$ cat src/design/tks_pkg.sv
// tks_pkg: shared constants and types for the top-k score selection block
// used by tks_cell, top_k_score_select and tks_checker; depends on nothing
package tks_pkg;

  localparam int MAX_KEEP = 16;
  localparam int SCORE_W  = 15;
  localparam int GROUP_W  = 16;
  localparam int KEEP_W   = 5;
  localparam int CNT_W    = $clog2(MAX_KEEP + 1);

  localparam logic [KEEP_W-1:0] KEEP_RESET = KEEP_W'(8);

  // one kept entry as it sits in a cell
  typedef struct packed {
    logic               valid;
    logic [SCORE_W-1:0] score;
    logic [GROUP_W-1:0] group;
  } entry_t;

  // per-cell control from the top level
  typedef struct packed {
    logic active;  // cell index below the effective keep count
    logic insert;  // input transfer this cycle
    logic shift;   // output transfer, move entries one cell toward the head
    logic flush;   // final output transfer, empty every cell
  } cell_ctl_t;

endpackage

$ cat src/design/tks_cell.sv
// tks_cell: one slot of the sorted keep chain, compares against the new score
// and takes the new item, its upper neighbor or its lower neighbor; uses tks_pkg
module tks_cell (
  input  logic               clk,
  input  logic               rst,
  input  tks_pkg::cell_ctl_t ctl,
  input  tks_pkg::entry_t    new_entry,
  input  tks_pkg::entry_t    prev_entry,
  input  logic               prev_gt,
  input  tks_pkg::entry_t    next_entry,
  output tks_pkg::entry_t    entry,
  output logic               gt
);
  import tks_pkg::*;

  entry_t               slot;
  entry_t               slot_next;
  logic [SCORE_W-1:0]   cur_score;

  // an empty slot counts as score zero
  assign cur_score = slot.valid ? slot.score : '0;
  assign gt        = ctl.active && (new_entry.score > cur_score);
  assign entry     = slot;

  always_comb begin
    slot_next = slot;
    if (ctl.flush) begin
      slot_next.valid = 1'b0;
    end else if (ctl.insert) begin
      if (!ctl.active) begin
        slot_next.valid = 1'b0;
      end else if (gt) begin
        slot_next = prev_gt ? prev_entry : new_entry;
      end
    end else if (ctl.shift) begin
      slot_next = next_entry;
    end
  end

  always_ff @(posedge clk) begin
    if (rst) begin
      slot.valid <= 1'b0;
    end else begin
      slot.valid <= slot_next.valid;
    end
    slot.score <= slot_next.score;
    slot.group <= slot_next.group;
  end

endmodule

$ cat src/design/top_k_score_select.sv
// top_k_score_select: streaming top-k selection built as a chain of tks_cell
// slots with a drain phase on the last item; uses tks_pkg and tks_cell
//
// Keeps the best keep_count entries (1..16, reset 8) of a batch of score items,
// sorted from highest to lowest score; a score enters only when strictly above
// the lowest kept score (an empty slot counts as zero), and on a tie the earlier
// entry stays ahead. Every cell compares the incoming score in parallel and the
// chain shifts below the insertion point, so one input item is taken per clock
// while in_stall is low. On the item marked last, the chain turns into an output
// shift register: the head cell drives the result ports and each output transfer
// moves the chain one slot toward the head. The first result shows in the cycle
// after the last item's transfer, and a batch with n kept entries gives n results
// in order, a stalled result holding until it is taken (one result with found low
// if nothing was kept). While these results drain, in_stall is high; the next
// batch starts after the result carrying last_out. The user writes keep_count
// through the cfg port only while idle; the block itself does not enforce it.
// A value of zero acts as one and a value above 16 acts as 16.
module top_k_score_select (
  input  logic                          clk,
  input  logic                          rst,
  // configuration write channel
  input  logic                          cfg_valid,
  output logic                          cfg_ready,
  input  logic [tks_pkg::KEEP_W-1:0]    cfg_data,
  // input channel
  input  logic                          in_valid,
  output logic                          in_stall,
  input  logic [tks_pkg::SCORE_W-1:0]   score,
  input  logic [tks_pkg::GROUP_W-1:0]   group_id,
  input  logic                          is_last,
  // result channel
  output logic                          out_valid,
  input  logic                          out_stall,
  output logic [tks_pkg::GROUP_W-1:0]   group_id_out,
  output logic [tks_pkg::SCORE_W-1:0]   score_out,
  output logic                          found,
  output logic                          last_out
);
  import tks_pkg::*;

  logic [KEEP_W-1:0] keep_count;
  logic [CNT_W-1:0]  keep_eff;
  logic              drain;
  logic              in_xfer;
  logic              out_xfer;
  logic              head_last;

  entry_t            new_entry;
  entry_t            entries [MAX_KEEP];
  logic              gts     [MAX_KEEP];
  cell_ctl_t         ctls    [MAX_KEEP];

  // config register, always ready
  assign cfg_ready = 1'b1;

  always_ff @(posedge clk) begin
    if (rst) begin
      keep_count <= KEEP_RESET;
    end else if (cfg_valid && cfg_ready) begin
      keep_count <= cfg_data;
    end
  end

  // clamp keep_count into 1..MAX_KEEP
  always_comb begin
    if (keep_count == '0) begin
      keep_eff = CNT_W'(1);
    end else if (keep_count > KEEP_W'(MAX_KEEP)) begin
      keep_eff = CNT_W'(MAX_KEEP);
    end else begin
      keep_eff = CNT_W'(keep_count);
    end
  end

  // handshakes: input held off while the batch results drain
  assign in_stall  = drain;
  assign in_xfer   = in_valid && !in_stall;
  assign out_valid = drain;
  assign out_xfer  = drain && !out_stall;

  assign new_entry.valid = 1'b1;
  assign new_entry.score = score;
  assign new_entry.group = group_id;

  // the chain
  for (genvar i = 0; i < MAX_KEEP; i++) begin : g_cell
    entry_t prev_e;
    entry_t next_e;
    logic   prev_g;

    if (i == 0) begin : g_head
      assign prev_e = '0;
      assign prev_g = 1'b0;
    end else begin : g_mid
      assign prev_e = entries[i-1];
      assign prev_g = gts[i-1];
    end

    if (i == MAX_KEEP - 1) begin : g_tail
      assign next_e = '0;
    end else begin : g_body
      assign next_e = entries[i+1];
    end

    assign ctls[i].active = (CNT_W'(i) < keep_eff);
    assign ctls[i].insert = in_xfer;
    assign ctls[i].shift  = out_xfer && !head_last;
    assign ctls[i].flush  = out_xfer && head_last;

    tks_cell u_cell (
      .clk        (clk),
      .rst        (rst),
      .ctl        (ctls[i]),
      .new_entry  (new_entry),
      .prev_entry (prev_e),
      .prev_gt    (prev_g),
      .next_entry (next_e),
      .entry      (entries[i]),
      .gt         (gts[i])
    );
  end

  // the head result is the last of the batch when nothing valid follows it;
  // slots past the keep count were emptied on the last insert
  if (MAX_KEEP > 1) begin : g_last_multi
    assign head_last = !entries[1].valid;
  end else begin : g_last_single
    assign head_last = 1'b1;
  end

  // drain phase runs from the last item until the final result transfer
  always_ff @(posedge clk) begin
    if (rst) begin
      drain <= 1'b0;
    end else if (in_xfer && is_last) begin
      drain <= 1'b1;
    end else if (out_xfer && head_last) begin
      drain <= 1'b0;
    end
  end

  // an empty batch shows zeros with found low
  assign found        = entries[0].valid;
  assign last_out     = head_last;
  assign score_out    = entries[0].valid ? entries[0].score : '0;
  assign group_id_out = entries[0].valid ? entries[0].group : '0;

endmodule

$ cat config.mk
export PLATFORM = sky130hd
export DESIGN_NAME = top_k_score_select
export DESIGN_NICKNAME = d
export VERILOG_FILES = /design/src/design/tks_pkg.sv /design/src/design/tks_cell.sv /design/src/design/top_k_score_select.sv
export SDC_FILE = /design/constraint.sdc
export NUM_CORES = 2
export LEC_CHECK = 0
export ABC_AREA = 1
export BUFFER_PORTS_ARGS = -buffer_cell sky130_fd_sc_hd__buf_2
export CAP_MARGIN = 10
export CORE_UTILIZATION = 35
export CTS_CLUSTER_DIAMETER = 80
export DETAILED_ROUTE_END_ITERATION = 6
export PLACE_DENSITY = 0.53
export SYNTH_ARGS = -nofsm -noshare
export SYNTH_HDL_FRONTEND = slang
export SYNTH_HIERARCHICAL = 1
export SYNTH_SLANG_ARGS = --single-unit
$ cat constraint.sdc
create_clock -name clk -period 10.7 [get_ports clk]
set_input_delay 1.605 -clock clk [delete_from_list [all_inputs] [get_ports clk]]
set_output_delay 1.605 -clock clk [all_outputs]
set_load 0.1 [all_outputs]
### Yosys cells after proc, flatten, opt, wreduce, memory -nomap -nowiden

Cells that the tools add are included.

| cells by class | value |
|---|---|
| $lt $le $gt $ge | 33 |
| eq/ne operators | 48 |
| mux-type cells | 116 |
| bitwise gates (word level) | 1 |
| reduce and logical (&&, ||, !) cells | 60 |

Operators by type and width:

| cell | count |
|---|---|
| 2-to-1 mux 32 bit | 63 |
| 2-to-1 mux 31 bit | 16 |
| > comparator 15 bit | 16 |
| 2-to-1 mux 15 bit | 16 |
| inequality test 2 x 1 -> 1 bit, second input constant | 32 |
| AND reduction 4 bit | 16 |
| inequality test 3 x 2 -> 1 bit, second input constant | 15 |
| < comparator 4 x 5 -> 1 bit, first input constant | 8 |
| AND reduction 2 bit | 16 |
| logical AND 1 bit | 21 |
| < comparator 3 x 5 -> 1 bit, first input constant | 4 |
| 2-to-1 mux 1 bit | 18 |
| 2-to-1 mux 16 bit | 1 |
| < comparator 1 x 5 -> 1 bit, first input constant | 2 |
| < comparator 2 x 5 -> 1 bit, first input constant | 2 |
| 2-to-1 mux 5 bit | 2 |
| > comparator 5 bit, second input constant | 1 |
| zero test 5 bit | 1 |
| nonzero test 2 bit | 2 |
| zero test 1 bit | 3 |
| inequality test 3 bit, second input constant | 1 |
| OR reduction 2 bit | 1 |
| NOT 1 bit | 1 |

| storage, ports and cells | value |
|---|---|
| bits in registers | 518 |
| output and inout port bits | 36 |
| logic and storage cells | 308 |

### Longest topological paths before layout

| depth | value |
|---|---|
| depth after elaboration | 9 |
| gate-level depth with buffers | 20 |
| gate-level depth less buffers | 19 |

### Cells and area by module

Netlist, hierarchy kept.

Modules (own cells, without submodules):

| module | times used | cells an instance | area each (um^2) | sequential area each (um^2) |
|---|---|---|---|---|
| tks_cell (g_cell[0].u_cell ...) | 11 | 266 | 2088.3 | 950.9 |
| tks_cell (g_cell[13].u_cell ...) | 5 | 268 | 2095.8 | 950.9 |
| top_k_score_select | 1 | 127 | 636.9 | 120.1 |

### Worst setup path before layout

No wires, ideal clock.

| timing path | value |
|---|---|
| kind | input-to-reg |
| start point | input in_valid |
| end point | register g_cell[0].u_cell.slot (netlist bit g_cell[0].u_cell/entry[0]), enable pin |
| data arrival time | 8092 ps |
| data required time | 10234 ps |
| setup slack | 2142 ps |
| cell stages on the path | 4 |
| buffers on the path | 0 |
| path through | inv_1 > nor2_1 > nor2_1 > a211oi_1 |

RTL lines:

| what | RTL line | RTL |
|---|---|---|
| start, declared | top_k_score_select.sv:26 | `input logic in_valid,` |
| end, declared | tks_cell.sv:16 | `entry_t slot;` |

### Worst setup path after layout

| timing path | value |
|---|---|
| start point | input score[10] (netlist name) |
| end point | register g_cell[7].u_cell.slot (netlist bit g_cell[7].u_cell/entry[31]) |

| on the way | value |
|---|---|
| word-level cells in the longest chain between the ends | 6 |
| elaborated cells on any way between the ends | 10 |

RTL lines:

| what | RTL line | RTL |
|---|---|---|
| start, declared | top_k_score_select.sv:28 | `input logic [tks_pkg::SCORE_W-1:0] score,` |
| > comparator 15 bit | tks_cell.sv:22 | `assign gt = ctl.active && (new_entry.score > cur_score);` |
| logical AND 1 bit | tks_cell.sv:22 |  |
| net g_cell[7].prev_g | top_k_score_select.sv:89 | `logic prev_g;` |
| 2-to-1 mux 32 bit | tks_cell.sv:33 | `slot_next = prev_gt ? prev_entry : new_entry;` |
| 2-to-1 mux 32 bit | tks_cell.sv:32 | `end else if (gt) begin` |
| 2-to-1 mux 1 bit | tks_cell.sv:30 | `if (!ctl.active) begin` |
| 2-to-1 mux 32 bit | tks_cell.sv:29 | `end else if (ctl.insert) begin` |
| end, declared | tks_cell.sv:16 |  |

The timed path passes the listed nets, and every way through them passes these cells. The select of a mux whose other input is x is not followed.
A chain may end at the register's enable or synchronous reset.

==> out/qor.csv <==
stage,metric,value,unit
status,status,"finished, violations left",
status,violated checks,design-rule violations,
clocking,clk_lat worst skew,0.66,ns
timing,RSZ-0062 raised after global routing,false,
finish,layout net count,4723,
pwr,P_leak,0.0158,µW
clocking,cts bufs inserted,61,
clocking,clk slew on worst S/H paths,0.06,ns
setup_path,Crit Path Max Fanout,33,
place,pre-CTS setup slack,5.84,ns
detailed_routing,Final ANT Viol Nets,0,
setup_path,FF-to-FF End,g_cell[7].u_cell/entry[31],
timing,period utilization,40.4,%
setup_path,"slowest stage cell, crit path",inv_1,
timing,Final Hold Fails,0,
yosys,Syn Inst Count,4392,
place,Port Buf Inserts,76,
setup_path,CP endpoint,g_cell[7].u_cell/entry[31],
setup_path,"most used cell, CP",nor2_1,
clocking,Clock Tree Buf Depth,3,
setup_path,critical path launch point,score[10],
finish,diode count,0,
detailed_routing,Vias per Instance,5.22,
setup_path,FF-to-FF setup slack,6.99,ns
setup_path,Crit. End Element,flop,
detailed_routing,DRC,1,
setup_path,reg2reg start,g_cell[6].u_cell/entry[31],
yosys,Synth Area per Inst,7.76,µm²
setup_path,Crit. path cell count,15,
timing,setup violators final,0,
timing,max-slew violations,0,
grt,largest net degree at the start of global routing,162,
setup_path,Crit Path Class,input pin to flop,
setup_path,CP startpoint kind,input pin,
floorplanning,I/O pins,78,
clocking,Clock Tree Root,clkbuf_16,
grt,"Remaining Overflow, GRT",0,
timing,Final min period,4.32,ns
grt,initial antenna violation count,1,
yosys,synth warn,6,
timing,Peak Freq,231,MHz
worst_hold_path,Hold Crit Class,flop to flop,
grt,vias in the first global route,29800,
setup_path,worst path cell trace,buf_2 -> buf_4 -> ha_1 -> a21oi_1 -> nand2_1 -> a21oi_1 -> nand2_2 -> nand2_2 -> inv_1 -> buf_4 -> inv_1 -> nor2_1 -> o21ai_0 -> nor2_1 -> nor2_1,
clocking,post-CTS setup buffer count,0,
clocking,CTS tree,yes,
clocking,cts hold-fix bufs,0,
setup_path,critical path data required time,11.27,ns
clocking,H-tree lvl count,2,
floorplanning,Initial Util,35.3,%
timing,final worst setup slack,6.38,ns
timing,Slew headroom,21.4,%
detailed_routing,WL final,107,mm
setup_path,Critical Path Max Stage Delay,0.89,ns
floorplanning,CORE AREA,96600,µm²
timing,Layout Skew,0.0317,ns
pwr,Power per Cell Area,162,nW/µm²
finish,Area growth syn-to-layout,11.9,%
flow_run,Max-Cap Viols,0,
place,Final HPWL DP,73.0,mm
grt,Tot GR Track Use,21.3,%
setup_path,FF-to-FF path depth,16,
floorplanning,die area,98600,µm²
pwr,VDD IR-drop max,0.132,mV
floorplanning,# rows,114,
setup_path,CP Buf/Inv Count,5,
detailed_routing,wire per inst,18.6,µm
yosys,Mapped Area,34100,µm²
clocking,post-cts repair resize count,0,
clocking,number of clock sinks,518,
timing,Worst-Margin Slew,1.18,ns
detailed_routing,routed via count,30100,
floorplanning,Die W,314,µm
place,Placer Congestion,0.836,
setup_path,critical path arrival,4.89,ns
floorplanning,Die Height,314,µm
finish,Filler cells,10000,
timing,total negative slack,0,ns
detailed_routing,DRC marker count from the first detailed-route iteration,2138,
detailed_routing,TritonRoute pass-1 iters,7,
setup_path,CP top delay family,buffers and inverters,
finish,ratio of cells with drive above 1 in the final layout,8.53,%
grt,first-pass GRT wire length,169,mm
sequential cells by signal, summed over array words and instances (netlist names):
register             cells
keep_count               5
in_stall                 1
g_cell.u_cell/entry    512
cells in the final DEF, fill, tap and decap left out, drive strengths merged, types with 22 or more instances in the layout:
cell,count
edfxtp,496
clkinv,27
nor2,612
ha,240
dfxtp,22
buf,129
nand2,1246
clkbuf,81
nand3,46
a21oi,108
inv,318
conb,89
o21ai,1020
where the power goes:
part | switching, µW | leakage [µW] | internal, µW
clock network | 914 | 0.000965 | 1200
registers | 208 | 0.00491 | 2540
logic | 922 | 0.00993 | 379
cell type report:
cell class	instances	area (µm²)	share of cell area, %
clock buffer	81	1680	4.41
clock inverter	33	302	0.791
inverter	318	1190	3.13
multi-input combinational	3413	17200	45.2
sequential	518	15300	40.2
tap	1276	1600	4.19
timing repair buffer	129	803	2.11
through the flow:
stage | utilization, % | area, µm² | hold WS (ns) | instances | power (µW)
final | 39.5 | 38100 | 0.522 | 5768 | 6160
after CTS | 39.5 | 38100 | 0.515 | 5768 | 6200
after global routing | 39.5 | 38100 | 0.560 | 5768 | 6480
after detailed placement | 37.4 | 36200 | 0.506 | 5654 | 4080
after global placement | 37.4 | 36200 | 0.505 | 5654 | 4060
after floorplan | - | 34400 | 0.469 | 4479 | 3620
worst register-to-register path, stage by stage (launching register included):
cell and delay (ns):
dfxtp_1 0.74, nand2_1 0.17, ha_1 0.33, nand2_1 0.07, nand2_1 0.05, nand2_1 0.05
nand2_1 0.04, a21oi_1 0.33, nand2_2 0.09, nand2_2 0.11, inv_1 0.05, buf_4 0.23
inv_1 0.90, nor2_1 0.11, o21ai_0 0.21, nor2_1 0.06, nor2_1 0.09
per-layer routing:
layer	up-vias	global-route usage, %	part of all wire (%)
met1	14600	30.1	47
li1	14700	-	-
met3	118	2.11	4.1
met4	0	4.48	1.7
met5	-	0	0
met2	690	35.2	47
worst min path at each step:
stage                        from            end  slack (ns)  cells after the start
finish              keep_count[0]  keep_count[0]        0.52                      2
CTS                 keep_count[0]  keep_count[0]        0.51                      2
global route        keep_count[0]  keep_count[0]        0.56                      2
global placement    keep_count[0]  keep_count[0]        0.51                      2
detailed placement  keep_count[0]  keep_count[0]        0.51                      2
floorplan           keep_count[4]  keep_count[4]        0.47                      2
(Power assumes the default switching activity.)
